===== config.mk =====
export PLATFORM = sky130hd
export DESIGN_NAME = sync_deadline_scheduler_top
export DESIGN_NICKNAME = d
export VERILOG_FILES = /design/src/design/sds_pkg.sv /design/src/design/sds_ctrl.sv /design/src/design/sds_dp.sv /design/src/design/sync_deadline_scheduler_top.sv
export SDC_FILE = /design/constraint.sdc
export NUM_CORES = 2
export LEC_CHECK = 0
export ABC_AREA = 1
export BUFFER_PORTS_ARGS = -buffer_cell sky130_fd_sc_hd__buf_2
export CAP_MARGIN = 25
export CORE_MARGIN = 2
export CORE_UTILIZATION = 40
export DETAILED_ROUTE_END_ITERATION = 8
export GPL_TIMING_DRIVEN = 1
export PLACE_DENSITY = 0.66
export SLEW_MARGIN = 10
export SYNTH_ARGS = -nofsm -noshare
export SYNTH_HDL_FRONTEND = slang
export SYNTH_SLANG_ARGS = --single-unit

===== constraint.sdc =====
create_clock -name i_clk -period 8.3 [get_ports i_clk]
set_input_delay 1.66 -clock i_clk [delete_from_list [all_inputs] [get_ports i_clk]]
set_output_delay 1.66 -clock i_clk [all_outputs]
set_load 0.01 [all_outputs]

===== src/design/sds_pkg.sv =====
package sds_pkg;

    localparam int NUM_PERIPH = 8;
    localparam int IDX_W      = (NUM_PERIPH > 1) ? $clog2(NUM_PERIPH) : 1;
    localparam int TIME_W     = 64;
    localparam logic [TIME_W-1:0] DEADLINE_NEVER = {TIME_W{1'b1}};

    typedef enum logic [2:0] {
        OP_TICK    = 3'd0,
        OP_SYNC    = 3'd1,
        OP_SET     = 3'd2,
        OP_CLOSER  = 3'd3,
        OP_DISABLE = 3'd4,
        OP_RESCAN  = 3'd5
    } t_op;

    typedef enum logic [1:0] {
        ST_IDLE,
        ST_EXEC,
        ST_SCAN,
        ST_REPORT
    } t_state;

    typedef struct packed {
        logic [2:0]  op;
        logic [2:0]  peripheral;
        logic [31:0] amount;
    } t_in_word;

    typedef struct packed {
        logic [63:0] elapsed;
        logic        sync_pending;
        logic        peripheral_due;
    } t_out_word;

    typedef struct packed {
        logic load;
        logic exec;
        logic scan_step;
        logic report;
    } t_cmd;

    typedef struct packed {
        logic scan_last;
    } t_status;

endpackage


===== src/design/sds_ctrl.sv =====
module sds_ctrl (
    input  logic             i_clk,
    input  logic             i_rst_n,
    input  logic             start,
    input  logic [2:0]       i_op,
    input  sds_pkg::t_status i_status,
    output sds_pkg::t_cmd    o_cmd,
    output logic             busy
);

    sds_pkg::t_state r_state;
    sds_pkg::t_state n_state;

    always_ff @(posedge i_clk) begin
        if (!i_rst_n) begin
            r_state <= sds_pkg::ST_IDLE;
        end else begin
            r_state <= n_state;
        end
    end

    always_comb begin
        n_state = r_state;
        case (r_state)
            sds_pkg::ST_IDLE: begin
                if (start) begin
                    n_state = (i_op == sds_pkg::OP_RESCAN) ? sds_pkg::ST_SCAN
                                                           : sds_pkg::ST_EXEC;
                end
            end
            sds_pkg::ST_EXEC:   n_state = sds_pkg::ST_REPORT;
            sds_pkg::ST_SCAN: begin
                if (i_status.scan_last) begin
                    n_state = sds_pkg::ST_REPORT;
                end
            end
            sds_pkg::ST_REPORT: n_state = sds_pkg::ST_IDLE;
            default:            n_state = sds_pkg::ST_IDLE;
        endcase
    end

    always_comb begin
        o_cmd = '0;
        busy  = 1'b1;
        case (r_state)
            sds_pkg::ST_IDLE: begin
                busy       = 1'b0;
                o_cmd.load = start;
            end
            sds_pkg::ST_EXEC:   o_cmd.exec      = 1'b1;
            sds_pkg::ST_SCAN:   o_cmd.scan_step = 1'b1;
            sds_pkg::ST_REPORT: o_cmd.report    = 1'b1;
            default:            busy            = 1'b1;
        endcase
    end

    // a scan always runs to its last entry before the report
    a_scan_to_report: assert property (@(posedge i_clk) disable iff (!i_rst_n)
        (r_state == sds_pkg::ST_SCAN && i_status.scan_last)
            |=> r_state == sds_pkg::ST_REPORT)
        else $error("scan did not hand over to report");

    a_exec_one_cycle: assert property (@(posedge i_clk) disable iff (!i_rst_n)
        r_state == sds_pkg::ST_EXEC |=> r_state == sds_pkg::ST_REPORT)
        else $error("exec lasted more than one cycle");

    a_cmd_onehot: assert property (@(posedge i_clk) disable iff (!i_rst_n)
        $onehot0({o_cmd.load, o_cmd.exec, o_cmd.scan_step, o_cmd.report}))
        else $error("conflicting datapath commands");

endmodule


===== src/design/sds_dp.sv =====
module sds_dp (
    input  logic               i_clk,
    input  logic               i_rst_n,
    input  sds_pkg::t_in_word  i_item,
    input  sds_pkg::t_cmd      i_cmd,
    output sds_pkg::t_status   o_status,
    output sds_pkg::t_out_word o_result,
    output logic               o_strobe
);

    localparam int IdxW  = sds_pkg::IDX_W;
    localparam int NumP  = sds_pkg::NUM_PERIPH;
    localparam int TimeW = sds_pkg::TIME_W;

    sds_pkg::t_in_word  r_item;
    logic [TimeW-1:0]   r_time;
    logic [TimeW-1:0]   r_earliest;
    logic [TimeW-1:0]   r_last [NumP];
    logic [TimeW-1:0]   r_dead [NumP];
    logic [TimeW-1:0]   r_min;
    logic [TimeW-1:0]   r_elapsed;
    logic [IdxW-1:0]    r_scan_idx;
    sds_pkg::t_out_word r_result;
    logic               r_strobe;

    logic [IdxW-1:0]    p_idx;
    logic [IdxW-1:0]    rd_idx;
    logic               p_ok;
    logic [TimeW-1:0]   rd_dead;
    logic [TimeW-1:0]   date;
    logic [TimeW-1:0]   n_min;
    logic               scan_last;

    assign p_idx     = IdxW'(r_item.peripheral);
    assign p_ok      = 32'(r_item.peripheral) < 32'(NumP);
    assign rd_idx    = i_cmd.scan_step ? r_scan_idx : p_idx;
    assign rd_dead   = r_dead[rd_idx];
    assign date      = r_time + TimeW'(r_item.amount);
    assign n_min     = (rd_dead < r_min) ? rd_dead : r_min;
    assign scan_last = r_scan_idx == IdxW'(NumP - 1);

    assign o_status.scan_last = scan_last;
    assign o_result           = r_result;
    assign o_strobe           = r_strobe;

    always_ff @(posedge i_clk) begin
        if (i_cmd.load) begin
            r_item <= i_item;
        end
    end

    always_ff @(posedge i_clk) begin
        if (!i_rst_n) begin
            r_time     <= '0;
            r_earliest <= '0;
            r_elapsed  <= '0;
            r_min      <= sds_pkg::DEADLINE_NEVER;
            r_scan_idx <= '0;
            for (int k = 0; k < NumP; k++) begin
                r_last[k] <= '0;
                r_dead[k] <= '0;
            end
        end else begin
            if (i_cmd.load) begin
                r_elapsed  <= '0;
                r_min      <= sds_pkg::DEADLINE_NEVER;
                r_scan_idx <= '0;
            end
            if (i_cmd.scan_step) begin
                r_min      <= n_min;
                r_scan_idx <= r_scan_idx + IdxW'(1);
                if (scan_last) begin
                    r_earliest <= n_min;
                end
            end
            if (i_cmd.exec) begin
                case (r_item.op)
                    sds_pkg::OP_TICK: r_time <= date;
                    sds_pkg::OP_SYNC: begin
                        if (p_ok) begin
                            r_elapsed     <= r_time - r_last[p_idx];
                            r_last[p_idx] <= r_time;
                        end
                    end
                    sds_pkg::OP_SET: begin
                        if (p_ok) begin
                            r_dead[p_idx] <= date;
                            if (date < r_earliest) begin
                                r_earliest <= date;
                            end
                        end
                    end
                    sds_pkg::OP_CLOSER: begin
                        if (p_ok && rd_dead > date) begin
                            r_dead[p_idx] <= date;
                        end
                    end
                    sds_pkg::OP_DISABLE: begin
                        if (p_ok) begin
                            r_dead[p_idx] <= sds_pkg::DEADLINE_NEVER;
                        end
                    end
                    default: ;
                endcase
            end
        end
    end

    // flags are taken from the state after the op has landed
    always_ff @(posedge i_clk) begin
        if (i_cmd.report) begin
            r_result.elapsed        <= r_elapsed;
            r_result.sync_pending   <= r_earliest <= r_time;
            r_result.peripheral_due <= p_ok && (rd_dead <= r_time);
        end
    end

    always_ff @(posedge i_clk) begin
        if (!i_rst_n) begin
            r_strobe <= 1'b0;
        end else begin
            r_strobe <= i_cmd.report;
        end
    end

    a_scan_min_bound: assert property (@(posedge i_clk) disable iff (!i_rst_n)
        i_cmd.scan_step && scan_last |=> r_earliest <= $past(rd_dead))
        else $error("rescan minimum above last entry");

    a_elapsed_sync_only: assert property (@(posedge i_clk) disable iff (!i_rst_n)
        o_strobe && r_item.op != sds_pkg::OP_SYNC |-> o_result.elapsed == '0)
        else $error("elapsed set for a non-sync word");

endmodule


===== src/design/sync_deadline_scheduler_top.sv =====
// Deadline scheduler: a 64-bit clock advanced by tick words, per-peripheral
// last-sync and deadline dates, and a global earliest deadline.
// Input: a word (op, peripheral, amount) is taken on a clock edge with
// start high and busy low. Ops: tick, sync, set deadline, set if closer,
// disable, rescan minimum.
// Output: each word gives one result on o_result, held until the next and
// marked by o_strobe for one cycle; it cannot be held off by the receiver.
// Steps: the op is applied in the exec state, then the flags and the result
// are registered in the report state, and the strobe follows. busy drops
// in the strobe cycle, so the next word can be taken there; no new word is
// taken while the last one is still being worked on.
// Rescan walks the deadline table one entry a cycle through a single
// compare, in place of the exec state, and then reports.
// Reset clears the clock, all dates and the earliest deadline to zero, so
// both flags read 1 until later deadlines are set and, for sync, rescanned.
module sync_deadline_scheduler_top (
    input  logic               i_clk,
    input  logic               i_rst_n,
    input  logic               start,
    input  sds_pkg::t_in_word  i_item,
    output logic               busy,
    output sds_pkg::t_out_word o_result,
    output logic               o_strobe
);

    sds_pkg::t_cmd    cmd;
    sds_pkg::t_status status;

    sds_ctrl u_ctrl (
        .i_clk    (i_clk),
        .i_rst_n  (i_rst_n),
        .start    (start),
        .i_op     (i_item.op),
        .i_status (status),
        .o_cmd    (cmd),
        .busy     (busy)
    );

    sds_dp u_dp (
        .i_clk    (i_clk),
        .i_rst_n  (i_rst_n),
        .i_item   (i_item),
        .i_cmd    (cmd),
        .o_status (status),
        .o_result (o_result),
        .o_strobe (o_strobe)
    );

    a_accept_busy: assert property (@(posedge i_clk) disable iff (!i_rst_n)
        start && !busy |=> busy)
        else $error("word accepted but block not busy");

    a_strobe_idle: assert property (@(posedge i_clk) disable iff (!i_rst_n)
        o_strobe |-> !busy && $past(busy))
        else $error("result strobe outside end of work");

    a_strobe_single: assert property (@(posedge i_clk) disable iff (!i_rst_n)
        o_strobe |=> !o_strobe)
        else $error("result strobe longer than one cycle");

endmodule

==> metrics.csv <==
metric;value;unit
cap_violations;0;
clock_skew;32.08;ps
die-height;434.7;µm
cp_top_family;simple AND/OR/NAND/NOR gates;
cts_hold_buffers_added;0;
post_synth_num_cell_types;63;
grt_first_pass_wirelength;354700;µm
cpMostUsedCell;sky130_fd_sc_hd__inv_1;
vias;61080;
grt_setup_unrepaired;false;
setup_failing_eps_final;0;
timing.critical_path.required;8790;ps
clock_power_share;25.7;%
htreeDepth;4;
setup.worst_path.end_class;flop;
post_drt_via_cell_ratio;5.621;
drive_above_1_share;7.954;%
design.core.area;184800;µm²
drt_first_pass_iters;8;
placed_cells_incl_taps;10580;
layout_min_cycle_time;6752;ps
mappedNetlistArea;74190;µm²
count_of_final_hold_check_violations;0;
post-cts-setup-buffers;0;
critical_path.n_buffers_inverters;6;
grt_start_max_net_pins;153;
die_area;188900;µm²
routedWlPerCell;21.80;µm
initial_antenna_violation_count;3;
cts_num_sinks;1393;
p_leak;0.03316;µW
drc;0;
nFillCells;17540;
number_of_synthesized_register_bits;1393;
grt_usage;24.58;%
synth.net_count;8760;
relSlewSlack;21.55;%
count_of_mapped_cells_out_of_synthesis;8301;
final-max-slew-violation-count;0;
yosysWarningCount;0;
min_path_type;flop to flop;
drtIter0Drc;7376;
vdd_drop_max;0.2396;mV
grt_pass1_vias;58370;
worst_pin_slew;1168;ps
post_synth_main_area_contributors;sky130_fd_sc_hd__edfxtp_1 46%, sky130_fd_sc_hd__nor2_1 9.4%, sky130_fd_sc_hd__dfxtp_1 7.2%, sky130_fd_sc_hd__ha_1 7.0%, sky130_fd_sc_hd__o21ai_0 5.3%;
period_share;81.35;%
dominantRegCellSynth;sky130_fd_sc_hd__edfxtp_1;
cts_resized;0;
worst_path_largest_cell_delay;800;ps
hpwl;153600;µm
finalWeightedCongestion;0.9717;
io_pins;109;
clk-insertion-delay-late;800;ps
syn_area_per_cell;8.937;µm²
switching_power;11090;µW
postLayoutCoreUtil;44.63;%
ant_nets;0;
critPathMaxFanout;64;
stdcell_count;10870;
worst-endpoint-arrival;7240;ps
outcome;finished, final reports clean;
seq_area_frac_synth;52.81;%
cts_buffer_depth;3;
totalPowerFinal;26810;µW
power_report.internal_total;15710;µW
finalHoldWorstSlack;427.8;ps
worstSetupStartpointType;flop;
syn_to_final_growth;11.20;%
grt_remaining_overflow;0;
p_comb_share;42.9;%
numPortBuffers;108;
finalNetCount;8716;
synth-edff-count;1128;
die_width;434.7;µm
synth_top_cell_area_share;45.66;%
sw_frac_of_total;41.38;%
root_buffer;sky130_fd_sc_hd__clkbuf_16;
max_clock_freq;148.1;MHz
tritoncts.num_buffers;152;
rows;158;
async_reset_ff_share;0;%
clk_pin_slew_worst_paths;70;ps
synth.largest_area_cell;sky130_fd_sc_hd__edfxtp_1;
tritoncts;done;
sequential_power_share;31.4;%
worstSetupPathType;flop to flop;
fin_tns_setup;0;ps
initial_cell_density_of_the_core;40.14;%
totalWireLength;236900;µm
cp_slowest_cell;sky130_fd_sc_hd__buf_4;
power-per-cell-area;324.9;nW/µm²
## synth_stat cells, drive strengths merged, types with 3 or more instances
library cell,number
a21oi,714
o221ai,70
nor3,47
o21ai,801
dfxtp,265
nand2,901
o211ai,12
a21boi,13
nand4,48
inv,803
o21a,22
nor4b,4
and2,3
nor4,20
ha,416
o32ai,125
or2,8
a221oi,5
o22ai,69
xor2,71
nand3b,7
clkbuf,323
a211oi,25
edfxtp,1128
a21o,16
o21bai,14
a31oi,30
nand3,251
o2111ai,3
nor2,1876
buf,167
xnor2,20
o221a,4
## power by group through the flow
stage / clock network [µW] / registers, µW / logic (µW)
finish: 6900 / 8410 / 11500
global route: 7210 / 8450 / 12700
CTS: 6950 / 8400 / 11300
detailed placement: 0 / 8550 / 11300
global placement: 0 / 8530 / 11000
floorplan: 0 / 8390 / 7490
## flip-flops by register name, indices dropped and copies added (netlist names), named ones only
| signal | count |
|---|---|
| u_dp.r_earliest | 64 |
| u_dp.r_time | 64 |
| u_dp.p_idx | 3 |
| u_dp.r_min | 64 |
| u_dp.r_last | 512 |
| u_ctrl.r_state | 2 |
| u_dp.r_dead | 512 |
| u_dp.r_scan_idx | 3 |
| u_dp.o_result | 66 |
| u_dp.o_strobe | 1 |
| u_dp.r_elapsed | 64 |
| u_dp.r_item | 35 |
## layout by cell type, fill, tap and decap left out, drive strengths merged, types with 13 or more instances in the layout
master and instances:
bufinv 14, nand3 251, nor2 1876, nand4 48, o221ai 70, nand2 901, a21boi 13, a211oi 25
a21o 16, clkinv 59, inv 807, o32ai 125, o21a 22, xor2 71, nor4 20, o22ai 69
o21bai 14, a21oi 714, a31oi 30, clkbuf 203, o21ai 801, ha 416, edfxtp 1128, buf 289
dfxtp 265, xnor2 20, nor3 47
## kinds of logic (layout without fill, tap and decap cells)
logic type / count (synthesis) / after routing / share of synthesized area (%)
adders and majority gates: 418 / 418 / 7.070
other: 0 / 1 / 0
xor gates and xnor gates: 91 / 91 / 1.074
and+or+nand+nor: 3172 / 3172 / 17.17
DFF: 1393 / 1393 / 52.81
buffers and inverters: 1294 / 1379 / 7.185
AOI/OAI and AO/OA: 1933 / 1933 / 14.69
## final cells by class
| type | count | area [µm²] | share of cell area, % |
|---|---|---|---|
| inverter | 804 | 3029 | 3.672 |
| antenna | 1 | 2.502 | 0.003033 |
| clock inverter | 83 | 824.5 | 0.9995 |
| sequential | 1393 | 39190 | 47.51 |
| tap | 2480 | 3103 | 3.762 |
| clock buffer | 200 | 4174 | 5.060 |
| multi-input combinational | 5614 | 29990 | 36.35 |
| timing repair buffer | 292 | 2186 | 2.650 |
## through the flow
| stage | worst slack (ps) | area [µm²] |
|---|---|---|
| global placement | 1477 | 77400 |
| finish | 1548 | 82490 |
| floorplan | 2005 | 74190 |
| CTS | 1530 | 82450 |
| global route | 1038 | 82490 |
| detailed placement | 1583 | 77450 |
## routing by layer
metal | track usage [%] | wire [µm]
met5 | 0 | 20
met4 | 9.341 | 8751
met3 | 4.085 | 22980
met2 | 39.09 | 107000
met1 | 33.58 | 98120
## path summary, 6_finish.rpt
kind,startpoint,to,slack (ps),cells after the start
max,u_dp.r_time[0]$_SDFFE_PN0P_,u_dp.r_dead[2][6]$_SDFFCE_PN0P_,1550,29
min,u_dp.r_elapsed[9]$_SDFF_PN0_,u_dp.o_result[11]$_DFFE_PP_,430,0
max reg2reg,u_dp.r_time[0]$_SDFFE_PN0P_,u_dp.r_dead[2][6]$_SDFFCE_PN0P_,1550,29
min reg2reg,u_dp.r_elapsed[9]$_SDFF_PN0_,u_dp.o_result[11]$_DFFE_PP_,430,0
Note: power is estimated with default switching activity, not from simulation.
